`src/sv/assert_macros.svh`:
```
// ---------------------------------------------------------------------------
// Assertion macros
// Shared concurrent assertion helpers for the RC frame decoder.
// Clocked by clock and disabled by reset of the enclosing module.
// ---------------------------------------------------------------------------
`ifndef ASSERT_MACROS_SVH
`define ASSERT_MACROS_SVH

// same-cycle implication
`define ASSERT_IMPLIES(label, ante, cons, msg) \
   label: assert property (@(posedge clock) disable iff (reset) (ante) |-> (cons)) \
      else $error(msg);

// next-cycle implication
`define ASSERT_NEXT(label, ante, cons, msg) \
   label: assert property (@(posedge clock) disable iff (reset) (ante) |=> (cons)) \
      else $error(msg);

`endif

```
`src/sv/rcfd_pkg.sv`:
```
// ---------------------------------------------------------------------------
// RC frame decoder package
// Shared constants and types for the frame front end, queue and decoder.
// ---------------------------------------------------------------------------
package rcfd_pkg;

   localparam int FRAME_LEN   = 18;
   localparam int COUNT_W     = 5;
   localparam int KEY_N       = 16;
   localparam int AXIS_W      = 11;
   localparam int DEADBAND_W  = 10;
   localparam int QUEUE_DEPTH = 2;
   localparam int QPTR_W      = $clog2(QUEUE_DEPTH);
   localparam int QFILL_W     = $clog2(QUEUE_DEPTH + 1);
   localparam int RSP_W       = 144;

   localparam logic [COUNT_W-1:0]    COUNT_FULL     = COUNT_W'(FRAME_LEN);
   localparam logic [COUNT_W-1:0]    COUNT_OVER     = COUNT_W'(FRAME_LEN + 1);
   localparam logic [DEADBAND_W-1:0] DEADBAND_RESET = DEADBAND_W'(20);

   typedef logic [FRAME_LEN-1:0][7:0] frame_type;

   typedef struct packed {
      logic      valid;
      frame_type frame;
   } frame_push_type;

   typedef struct packed {
      logic full;
      logic empty;
   } queue_status_type;

   typedef struct packed {
      logic [4:0]               pad;
      logic [KEY_N-1:0]         keys_new_press;
      logic [KEY_N-1:0]         keys_held;
      logic [15:0]              mouse_buttons;
      logic signed [15:0]       mouse_y;
      logic signed [15:0]       mouse_x;
      logic [1:0]               switch_right;
      logic [1:0]               switch_left;
      logic signed [AXIS_W-1:0] dial_axis;
      logic signed [AXIS_W-1:0] left_stick_y;
      logic signed [AXIS_W-1:0] left_stick_x;
      logic signed [AXIS_W-1:0] right_stick_y;
      logic signed [AXIS_W-1:0] right_stick_x;
   } rsp_fields_type;

endpackage

```
`src/sv/rc_receiver_frame_decoder.sv`:
```
// ---------------------------------------------------------------------------
// RC receiver frame decoder
// Byte-stream receiver for 18-byte remote-control frames.
// ---------------------------------------------------------------------------
// req_ carries one receiver byte per transfer, or an idle-line marker when
// req_tuser is set. Bytes are stored; the marker ends the frame and the
// frame is decoded only when exactly 18 bytes preceded it, otherwise it is
// dropped without a result and the key state stays as it was.
// rsp_ delivers one decoded frame per transfer: sticks and dial centred
// and deadbanded, switches, mouse, held keys and new key presses.
// csr_ writes the deadband (reset value 20); write only while idle.
// Throughput: one req_ transfer per cycle while req_tready is high. A good
// frame's result becomes valid once the marker transfer has passed through
// the frame queue and then the output register.
// A two-frame queue sits between the byte collector and the decoder, so
// bytes keep flowing while rsp_ stalls; req_tready drops only when that
// queue holds two frames not yet decoded.
// Reset empties the queue and output register, clears the byte count and
// all key press counters, and restores the deadband.
// ---------------------------------------------------------------------------
module rc_receiver_frame_decoder (
   input  logic                            clock,
   input  logic                            reset,
   input  logic                            req_tvalid,
   output logic                            req_tready,
   input  logic [7:0]                      req_tdata,  // rx_byte
   input  logic                            req_tuser,  // idle_gap
   output logic                            rsp_tvalid,
   input  logic                            rsp_tready,
   // right_stick_x, right_stick_y, left_stick_x, left_stick_y, dial_axis,
   // switch_left, switch_right, mouse_x, mouse_y, mouse_buttons,
   // keys_held, keys_new_press, zero fill
   output logic [rcfd_pkg::RSP_W-1:0]      rsp_tdata,
   input  logic                            csr_we,
   input  logic [rcfd_pkg::DEADBAND_W-1:0] csr_wdata
);
   import rcfd_pkg::*;

`include "assert_macros.svh"

   frame_push_type          push;
   frame_type               head;
   queue_status_type        q_status;
   logic                    pop;
   logic [DEADBAND_W-1:0]   deadband_ff;

   always_ff @(posedge clock) begin
      if (reset) begin
         deadband_ff <= DEADBAND_RESET;
      end else if (csr_we) begin
         deadband_ff <= csr_wdata;
      end
   end

   rcfd_front u_front (
      .clock      (clock),
      .reset      (reset),
      .req_tvalid (req_tvalid),
      .req_tready (req_tready),
      .req_tdata  (req_tdata),
      .req_tuser  (req_tuser),
      .q_status   (q_status),
      .push       (push)
   );

   rcfd_queue u_queue (
      .clock    (clock),
      .reset    (reset),
      .push     (push),
      .pop      (pop),
      .head     (head),
      .q_status (q_status)
   );

   rcfd_back u_back (
      .clock      (clock),
      .reset      (reset),
      .head       (head),
      .q_status   (q_status),
      .pop        (pop),
      .deadband   (deadband_ff),
      .rsp_tvalid (rsp_tvalid),
      .rsp_tready (rsp_tready),
      .rsp_tdata  (rsp_tdata)
   );

   `ASSERT_IMPLIES(a_no_push_when_full, push.valid, !q_status.full, "push into full queue")
   `ASSERT_IMPLIES(a_no_pop_when_empty, pop, !q_status.empty, "pop from empty queue")
   `ASSERT_NEXT(a_result_after_pop, pop, rsp_tvalid, "popped frame not presented")
   `ASSERT_IMPLIES(a_rsp_from_queue, $rose(rsp_tvalid), $past(pop), "result without pop")

endmodule

```
`src/sv/rcfd_front.sv`:
```
// ---------------------------------------------------------------------------
// RC frame decoder front end
// Collects receiver bytes into the frame store and hands complete frames
// to the queue at the idle marker.
// ---------------------------------------------------------------------------
module rcfd_front (
   input  logic                     clock,
   input  logic                     reset,
   input  logic                     req_tvalid,
   output logic                     req_tready,
   input  logic [7:0]               req_tdata,
   input  logic                     req_tuser,
   input  rcfd_pkg::queue_status_type q_status,
   output rcfd_pkg::frame_push_type push
);
   import rcfd_pkg::*;

   frame_type          store_ff;
   logic [COUNT_W-1:0] count_ff;
   logic [COUNT_W-1:0] count_in;
   logic               accept;

   assign req_tready = !q_status.full;
   assign accept     = req_tvalid && req_tready;

   always_comb begin
      priority if (!accept) begin
         count_in = count_ff;
      end else if (req_tuser) begin
         count_in = '0;
      end else if (count_ff < COUNT_OVER) begin
         count_in = count_ff + COUNT_W'(1);
      end else begin
         count_in = count_ff;
      end
   end

   always_ff @(posedge clock) begin
      if (reset) begin
         count_ff <= '0;
      end else begin
         count_ff <= count_in;
      end
   end

   always_ff @(posedge clock) begin
      for (int i = 0; i < FRAME_LEN; i++) begin
         if (accept && !req_tuser && count_ff == COUNT_W'(i)) begin
            store_ff[i] <= req_tdata;
         end
      end
   end

   assign push.valid = accept && req_tuser && (count_ff == COUNT_FULL);
   assign push.frame = store_ff;

endmodule

```
`src/sv/rcfd_queue.sv`:
```
// ---------------------------------------------------------------------------
// RC frame decoder frame queue
// Short queue of complete frames between the front end and the decoder.
// ---------------------------------------------------------------------------
module rcfd_queue (
   input  logic                       clock,
   input  logic                       reset,
   input  rcfd_pkg::frame_push_type   push,
   input  logic                       pop,
   output rcfd_pkg::frame_type        head,
   output rcfd_pkg::queue_status_type q_status
);
   import rcfd_pkg::*;

   frame_type          mem_ff [QUEUE_DEPTH];
   logic [QPTR_W-1:0]  wr_ptr_ff;
   logic [QPTR_W-1:0]  rd_ptr_ff;
   logic [QFILL_W-1:0] fill_ff;
   logic [QFILL_W-1:0] fill_in;

   function automatic logic [QPTR_W-1:0] next_ptr(input logic [QPTR_W-1:0] p);
      if (p == QPTR_W'(QUEUE_DEPTH - 1)) begin
         return '0;
      end
      return p + QPTR_W'(1);
   endfunction

   assign q_status.full  = (fill_ff == QFILL_W'(QUEUE_DEPTH));
   assign q_status.empty = (fill_ff == '0);
   assign head           = mem_ff[rd_ptr_ff];

   always_comb begin
      unique case ({push.valid, pop})
         2'b10:   fill_in = fill_ff + QFILL_W'(1);
         2'b01:   fill_in = fill_ff - QFILL_W'(1);
         default: fill_in = fill_ff;
      endcase
   end

   always_ff @(posedge clock) begin
      if (reset) begin
         wr_ptr_ff <= '0;
         rd_ptr_ff <= '0;
         fill_ff   <= '0;
      end else begin
         fill_ff <= fill_in;
         if (push.valid) begin
            wr_ptr_ff <= next_ptr(wr_ptr_ff);
         end
         if (pop) begin
            rd_ptr_ff <= next_ptr(rd_ptr_ff);
         end
      end
   end

   always_ff @(posedge clock) begin
      if (push.valid) begin
         mem_ff[wr_ptr_ff] <= push.frame;
      end
   end

endmodule

```
`src/sv/rcfd_back.sv`:
```
// ---------------------------------------------------------------------------
// RC frame decoder back end
// Unpacks a queued frame, applies the deadband, tracks key presses and
// holds the result in the output register.
// ---------------------------------------------------------------------------
module rcfd_back (
   input  logic                              clock,
   input  logic                              reset,
   input  rcfd_pkg::frame_type               head,
   input  rcfd_pkg::queue_status_type        q_status,
   output logic                              pop,
   input  logic [rcfd_pkg::DEADBAND_W-1:0]   deadband,
   output logic                              rsp_tvalid,
   input  logic                              rsp_tready,
   output logic [rcfd_pkg::RSP_W-1:0]        rsp_tdata
);
   import rcfd_pkg::*;

   logic [1:0]       key_cnt_ff [KEY_N];
   logic [1:0]       key_cnt_in [KEY_N];
   logic [KEY_N-1:0] keys;
   logic [KEY_N-1:0] held;
   logic [KEY_N-1:0] fresh;
   rsp_fields_type   rsp_in;
   rsp_fields_type   rsp_ff;
   logic             rsp_valid_ff;

   // centre by flipping the top bit, then zero inside the deadband
   function automatic logic [AXIS_W-1:0] axis_value(input logic [AXIS_W-1:0] raw,
                                                    input logic [DEADBAND_W-1:0] db);
      logic [AXIS_W-1:0] v;
      logic [AXIS_W-1:0] mag;
      v   = {~raw[AXIS_W-1], raw[AXIS_W-2:0]};
      mag = v[AXIS_W-1] ? (~v + AXIS_W'(1)) : v;
      if (mag <= {1'b0, db}) begin
         return '0;
      end
      return v;
   endfunction

   assign pop = !q_status.empty && (!rsp_valid_ff || rsp_tready);
   assign keys = {head[15], head[14]};

   always_comb begin
      for (int i = 0; i < KEY_N; i++) begin
         if (keys[i]) begin
            key_cnt_in[i] = (key_cnt_ff[i] < 2'd2) ? key_cnt_ff[i] + 2'd1 : key_cnt_ff[i];
         end else begin
            key_cnt_in[i] = 2'd0;
         end
         held[i]  = keys[i] && (key_cnt_in[i] >= 2'd2);
         fresh[i] = keys[i] && (key_cnt_in[i] < 2'd2);
      end
   end

   always_comb begin
      rsp_in                = '0;
      rsp_in.right_stick_x  = axis_value({head[1][2:0], head[0]}, deadband);
      rsp_in.right_stick_y  = axis_value({head[2][5:0], head[1][7:3]}, deadband);
      rsp_in.left_stick_x   = axis_value({head[4][0], head[3], head[2][7:6]}, deadband);
      rsp_in.left_stick_y   = axis_value({head[5][3:0], head[4][7:1]}, deadband);
      rsp_in.dial_axis      = axis_value({head[17][2:0], head[16]}, deadband);
      rsp_in.switch_left    = head[5][7:6];
      rsp_in.switch_right   = head[5][5:4];
      rsp_in.mouse_x        = {head[7], head[6]};
      rsp_in.mouse_y        = {head[9], head[8]};
      rsp_in.mouse_buttons  = {head[13], head[12]};
      rsp_in.keys_held      = held;
      rsp_in.keys_new_press = fresh;
   end

   always_ff @(posedge clock) begin
      if (reset) begin
         rsp_valid_ff <= 1'b0;
         for (int i = 0; i < KEY_N; i++) begin
            key_cnt_ff[i] <= 2'd0;
         end
      end else begin
         if (pop) begin
            rsp_valid_ff <= 1'b1;
            for (int i = 0; i < KEY_N; i++) begin
               key_cnt_ff[i] <= key_cnt_in[i];
            end
         end else if (rsp_tready) begin
            rsp_valid_ff <= 1'b0;
         end
      end
   end

   always_ff @(posedge clock) begin
      if (pop) begin
         rsp_ff <= rsp_in;
      end
   end

   assign rsp_tvalid = rsp_valid_ff;
   assign rsp_tdata  = rsp_ff;

endmodule
```
`config.mk`:
```
export PLATFORM = sky130hd
export DESIGN_NAME = rc_receiver_frame_decoder
export DESIGN_NICKNAME = d
export VERILOG_FILES = /design/src/sv/rcfd_pkg.sv /design/src/sv/rc_receiver_frame_decoder.sv /design/src/sv/rcfd_front.sv /design/src/sv/rcfd_queue.sv /design/src/sv/rcfd_back.sv
export VERILOG_INCLUDE_DIRS = /design/src /design/src/sv
export SDC_FILE = /design/constraint.sdc
export NUM_CORES = 1
export LEC_CHECK = 0
export ABC_AREA = 1
export BUFFER_PORTS_ARGS = -buffer_cell sky130_fd_sc_hd__buf_4
export CAP_MARGIN = 30
export CELL_PAD_IN_SITES_DETAIL_PLACEMENT = 1
export CELL_PAD_IN_SITES_GLOBAL_PLACEMENT = 2
export CORE_AREA = 2 2 263 265
export CTS_CLUSTER_DIAMETER = 60
export DETAILED_ROUTE_END_ITERATION = 7
export DIE_AREA = 0 0 265 267
export GPL_ROUTABILITY_DRIVEN = 0
export PLACE_DENSITY_LB_ADDON = 0.2
export SLEW_MARGIN = 20
export SYNTH_ARGS = -nofsm -noshare
export SYNTH_HDL_FRONTEND = slang
export SYNTH_SLANG_ARGS = --single-unit
```
`constraint.sdc`:
```
create_clock -name clock -period 15.05 [get_ports clock]
set_input_delay 3.01 -clock clock [delete_from_list [all_inputs] [get_ports clock]]
set_output_delay 3.01 -clock clock [all_outputs]
set_load 0.05 [all_outputs]
```
==> summary.md <==
| Metric | Value |
|---|---|
| Status | completed |
| Post-CTS sizing | 0 |
| Post-CTS Setup Inserts | 0 |
| Synth Flop Type | edfxtp_1 |
| Maxcap violations | 0 |
| CP required | 15.29 ns |
| Setup TNS Final | 0 ns |
| Slew Limit Fails | 0 |
| Final hold vios | 0 |
| Sw power | 1.829 mW |
| Routed Antenna Nets | 0 |
| Worst Tran Pin Value | 0.9588 ns |
| Startpoint types | input pin |
| GRT Residual Overflow | 0 |
| Vias in the first global route | 13739 |
| Layout cells sized above 1 | 17.51% |
| Row count | 96 |
| Initial Util | 33.59% |
| GRT Util Overall | 15.12% |
| Min-delay worst type | register to register |
| Number of DRC markers in iteration 0 | 730 |
| Synth Warn # | 0 |
| Pint | 3.225 mW |
| Cells after Synth | 1772 |
| Lkg Pwr | 10.51 nW |
| Worst skew pair latency | 0.62 ns |
| Die footprint | 0.07076 mm^2 |
| Clock share of power | 28.0% |
| Power per cell area | 187.8 mW/mm^2 |
| Switching share of power | 36.18% |
| DRC | 0 |
| # H-tree levels | 2 |
| Final cell count without fillers | 2898 |
| Finished Cell Area | 0.02690 mm^2 |
| Post-synth EDFFs | 540 |
| Final WL | 53410 um |
| Setup ws final | 9.490 ns |
| Worst Path Max Fanout | 53 |
| Part of the cycle the worst path needs | 36.95% |
| First-pass GRT wire length | 81320 um |
| Worst Setup End Kind | register |
| RSZ-0062 raised after global routing | no |
| Root Buffer | clkbuf_16 |
| I/O pin cnt | 170 |
| Rel. slew slack | 36.08% |
| Vias | 13103 |
| Hold buffers post-CTS | 0 |
| TritonCTS Buffers | 60 |
| F_max | 179.8 MHz |
| Synthesized flop and latch total | 561 |
| CTS clk-pin slew, worst paths | 0.06 ns |
| Final net count | 2069 |
| Distinct cells, synth | 35 |
| Synthesized cell area | 0.02284 mm^2 |
| CTS tree | built |
| Comb pwr share | 30.7% |
| Die width | 265 um |
| Antenna violations before repair | 0 |
| Via density | 4.521 |
| Final Setup Violations | 0 |
| Port bufs | 164 |
| Sink Count | 561 |
| Ys async rst share | 0% |
| Post-detail-place hpwl | 35480 um |
| Worst EP arrival | 5.80 ns |
| Placed cell area | 0.02502 mm^2 |
| CTS max path bufs | 3 |
| Dpl ws | 8.794 ns |
| DIE HEIGHT | 267 um |
| CP Class | input pin to register |
| Largest net degree at the start of global routing | 99 |
| Area Growth Syn to Fin | 17.80% |
| Placed cell count | 2788 |
| Peak supply drop | 111.1 uV |
| Clock Skew | 0.02013 ns |
| Period minus WS final | 5.560 ns |
| Drt pass-1 iters | 5 |
| Avg Inst Size Synth | 12.89 um^2 |
| Sequential fraction of design power | 41.2% |
| Sequential area share after synthesis | 72.84% |
| # diodes | 0 |
| Routed len/inst | 18.43 um |
| Core area | 0.06799 mm^2 |
[state kept, by name (all words and copies together) (netlist names), 2 cells and up, named ones only]
signal and flops:
deadband_ff 10, u_back.key_cnt_ff 32, u_front.count_ff 5, u_queue.mem_ff 246, u_back.rsp_tdata 139, u_front.push 123, u_queue.fill_ff 2
[path summary, 6_finish.rpt]
check	start	to	slack [ns]	depth (start not counted)
worst max-delay path	req_tvalid	u_queue.mem_ff[0][129]	9.49	8
worst min-delay path	u_front.push[123]	u_queue.mem_ff[1][123]	0.44	0
worst max register to register	register	u_back.rsp_tdata[11]	10.99	19
worst min register to register	u_front.push[123]	u_queue.mem_ff[1][123]	0.44	0
[cells by family (layout without fill, tap and decap cells)]
group / count (synthesis) / count (layout) / synth area share (%)
flops: 561 / 561 / 72.84
other cells: 1 / 5 / 0.01642
xor+xnor: 28 / 28 / 1.074
fa+ha+maj: 77 / 77 / 4.218
simple gates: 717 / 717 / 13.21
compound gates: 106 / 106 / 2.794
buf+inv: 266 / 506 / 5.144
mux: 16 / 16 / 0.7012
[power groups by stage]
stage	clock network, mW	registers (mW)	logic, mW
3_5_place_dp	0	2.12	1.58
4_1_cts	1.46	2.09	1.59
5_1_grt	1.52	2.11	1.68
2_1_floorplan	0	2.74	0.541
6_report	1.42	2.08	1.55
3_3_place_gp	0	2.12	1.55
[Yosys cell counts (2+ instances only)]
cell type,instances,area [um^2]
mux2i_1,16,160.2
a21o_1,4,30.03
o21ai_1,8,40.04
a21oi_1,36,180.2
buf_2,10,50.05
a21oi_2,10,87.58
nand2_2,14,87.58
edfxtp_1,540,16220
xnor2_1,4,35.03
nor2_1,106,397.9
and3_1,2,12.51
inv_1,218,818.3
clkbuf_1,12,45.04
dfxtp_1,21,420.4
o21ai_2,13,113.9
xor2_1,24,210.2
nand4_1,5,31.28
nor2_2,47,294.0
nand3_1,44,220.2
ha_1,77,963.4
buf_4,8,60.06
nor3_1,41,205.2
nand2_1,445,1670
o21ai_0,34,170.2
and2_1,3,18.77
buf_6,15,168.9
nand3b_1,7,52.55
[layer usage]
layer	up-vias	global-route usage (%)	share of wire (%)
met5	-	0	0
met4	0	3.802	1.8
met3	58	2.528	3.5
met2	198	26.35	50
met1	6470	19.58	45
li1	6377	-	-
[cells in the final DEF (no fill, tap or decap), types with 18 or more instances in the layout]
master,netlist,layout
nor2_2,47,47
clkinv_1,0,18
xor2_1,24,24
nand3_1,44,44
ha_1,77,77
o21ai_0,34,34
nor3_1,41,39
nor2_1,106,104
buf_4,8,175
a21oi_1,36,35
nand2_1,445,445
dfxtp_1,21,20
inv_1,218,218
clkbuf_16,0,60
edfxtp_1,540,540
[stage by stage]
stage	utilization [%]	hold WS (ns)	power (mW)
finish	39.57	0.4415	5.054
global route	39.57	0.4518	5.307
CTS	39.57	0.4447	5.136
detailed placement	36.80	0.4310	3.700
global placement	36.71	0.4220	3.666
floorplan	-	0.4215	3.283
[critical path: stages]
cell and delay, ns:
buf_4 0.10, nand2_1 0.15, nor2_1 0.13, nand4_1 0.30, nor2_4 0.61, buf_16 0.25, buf_4 0.45, buf_4 0.70
[layout make-up]
cell class | count | area (um^2)
inverter | 219 | 827.0
fill | 7129 | 41080
timing repair buffer | 177 | 1369
clock buffer | 70 | 1539
tap | 882 | 1104
clock inverter | 40 | 346.6
sequential | 561 | 16640
multi-input combinational | 949 | 5080
Power figures use the tool's default switching activity.
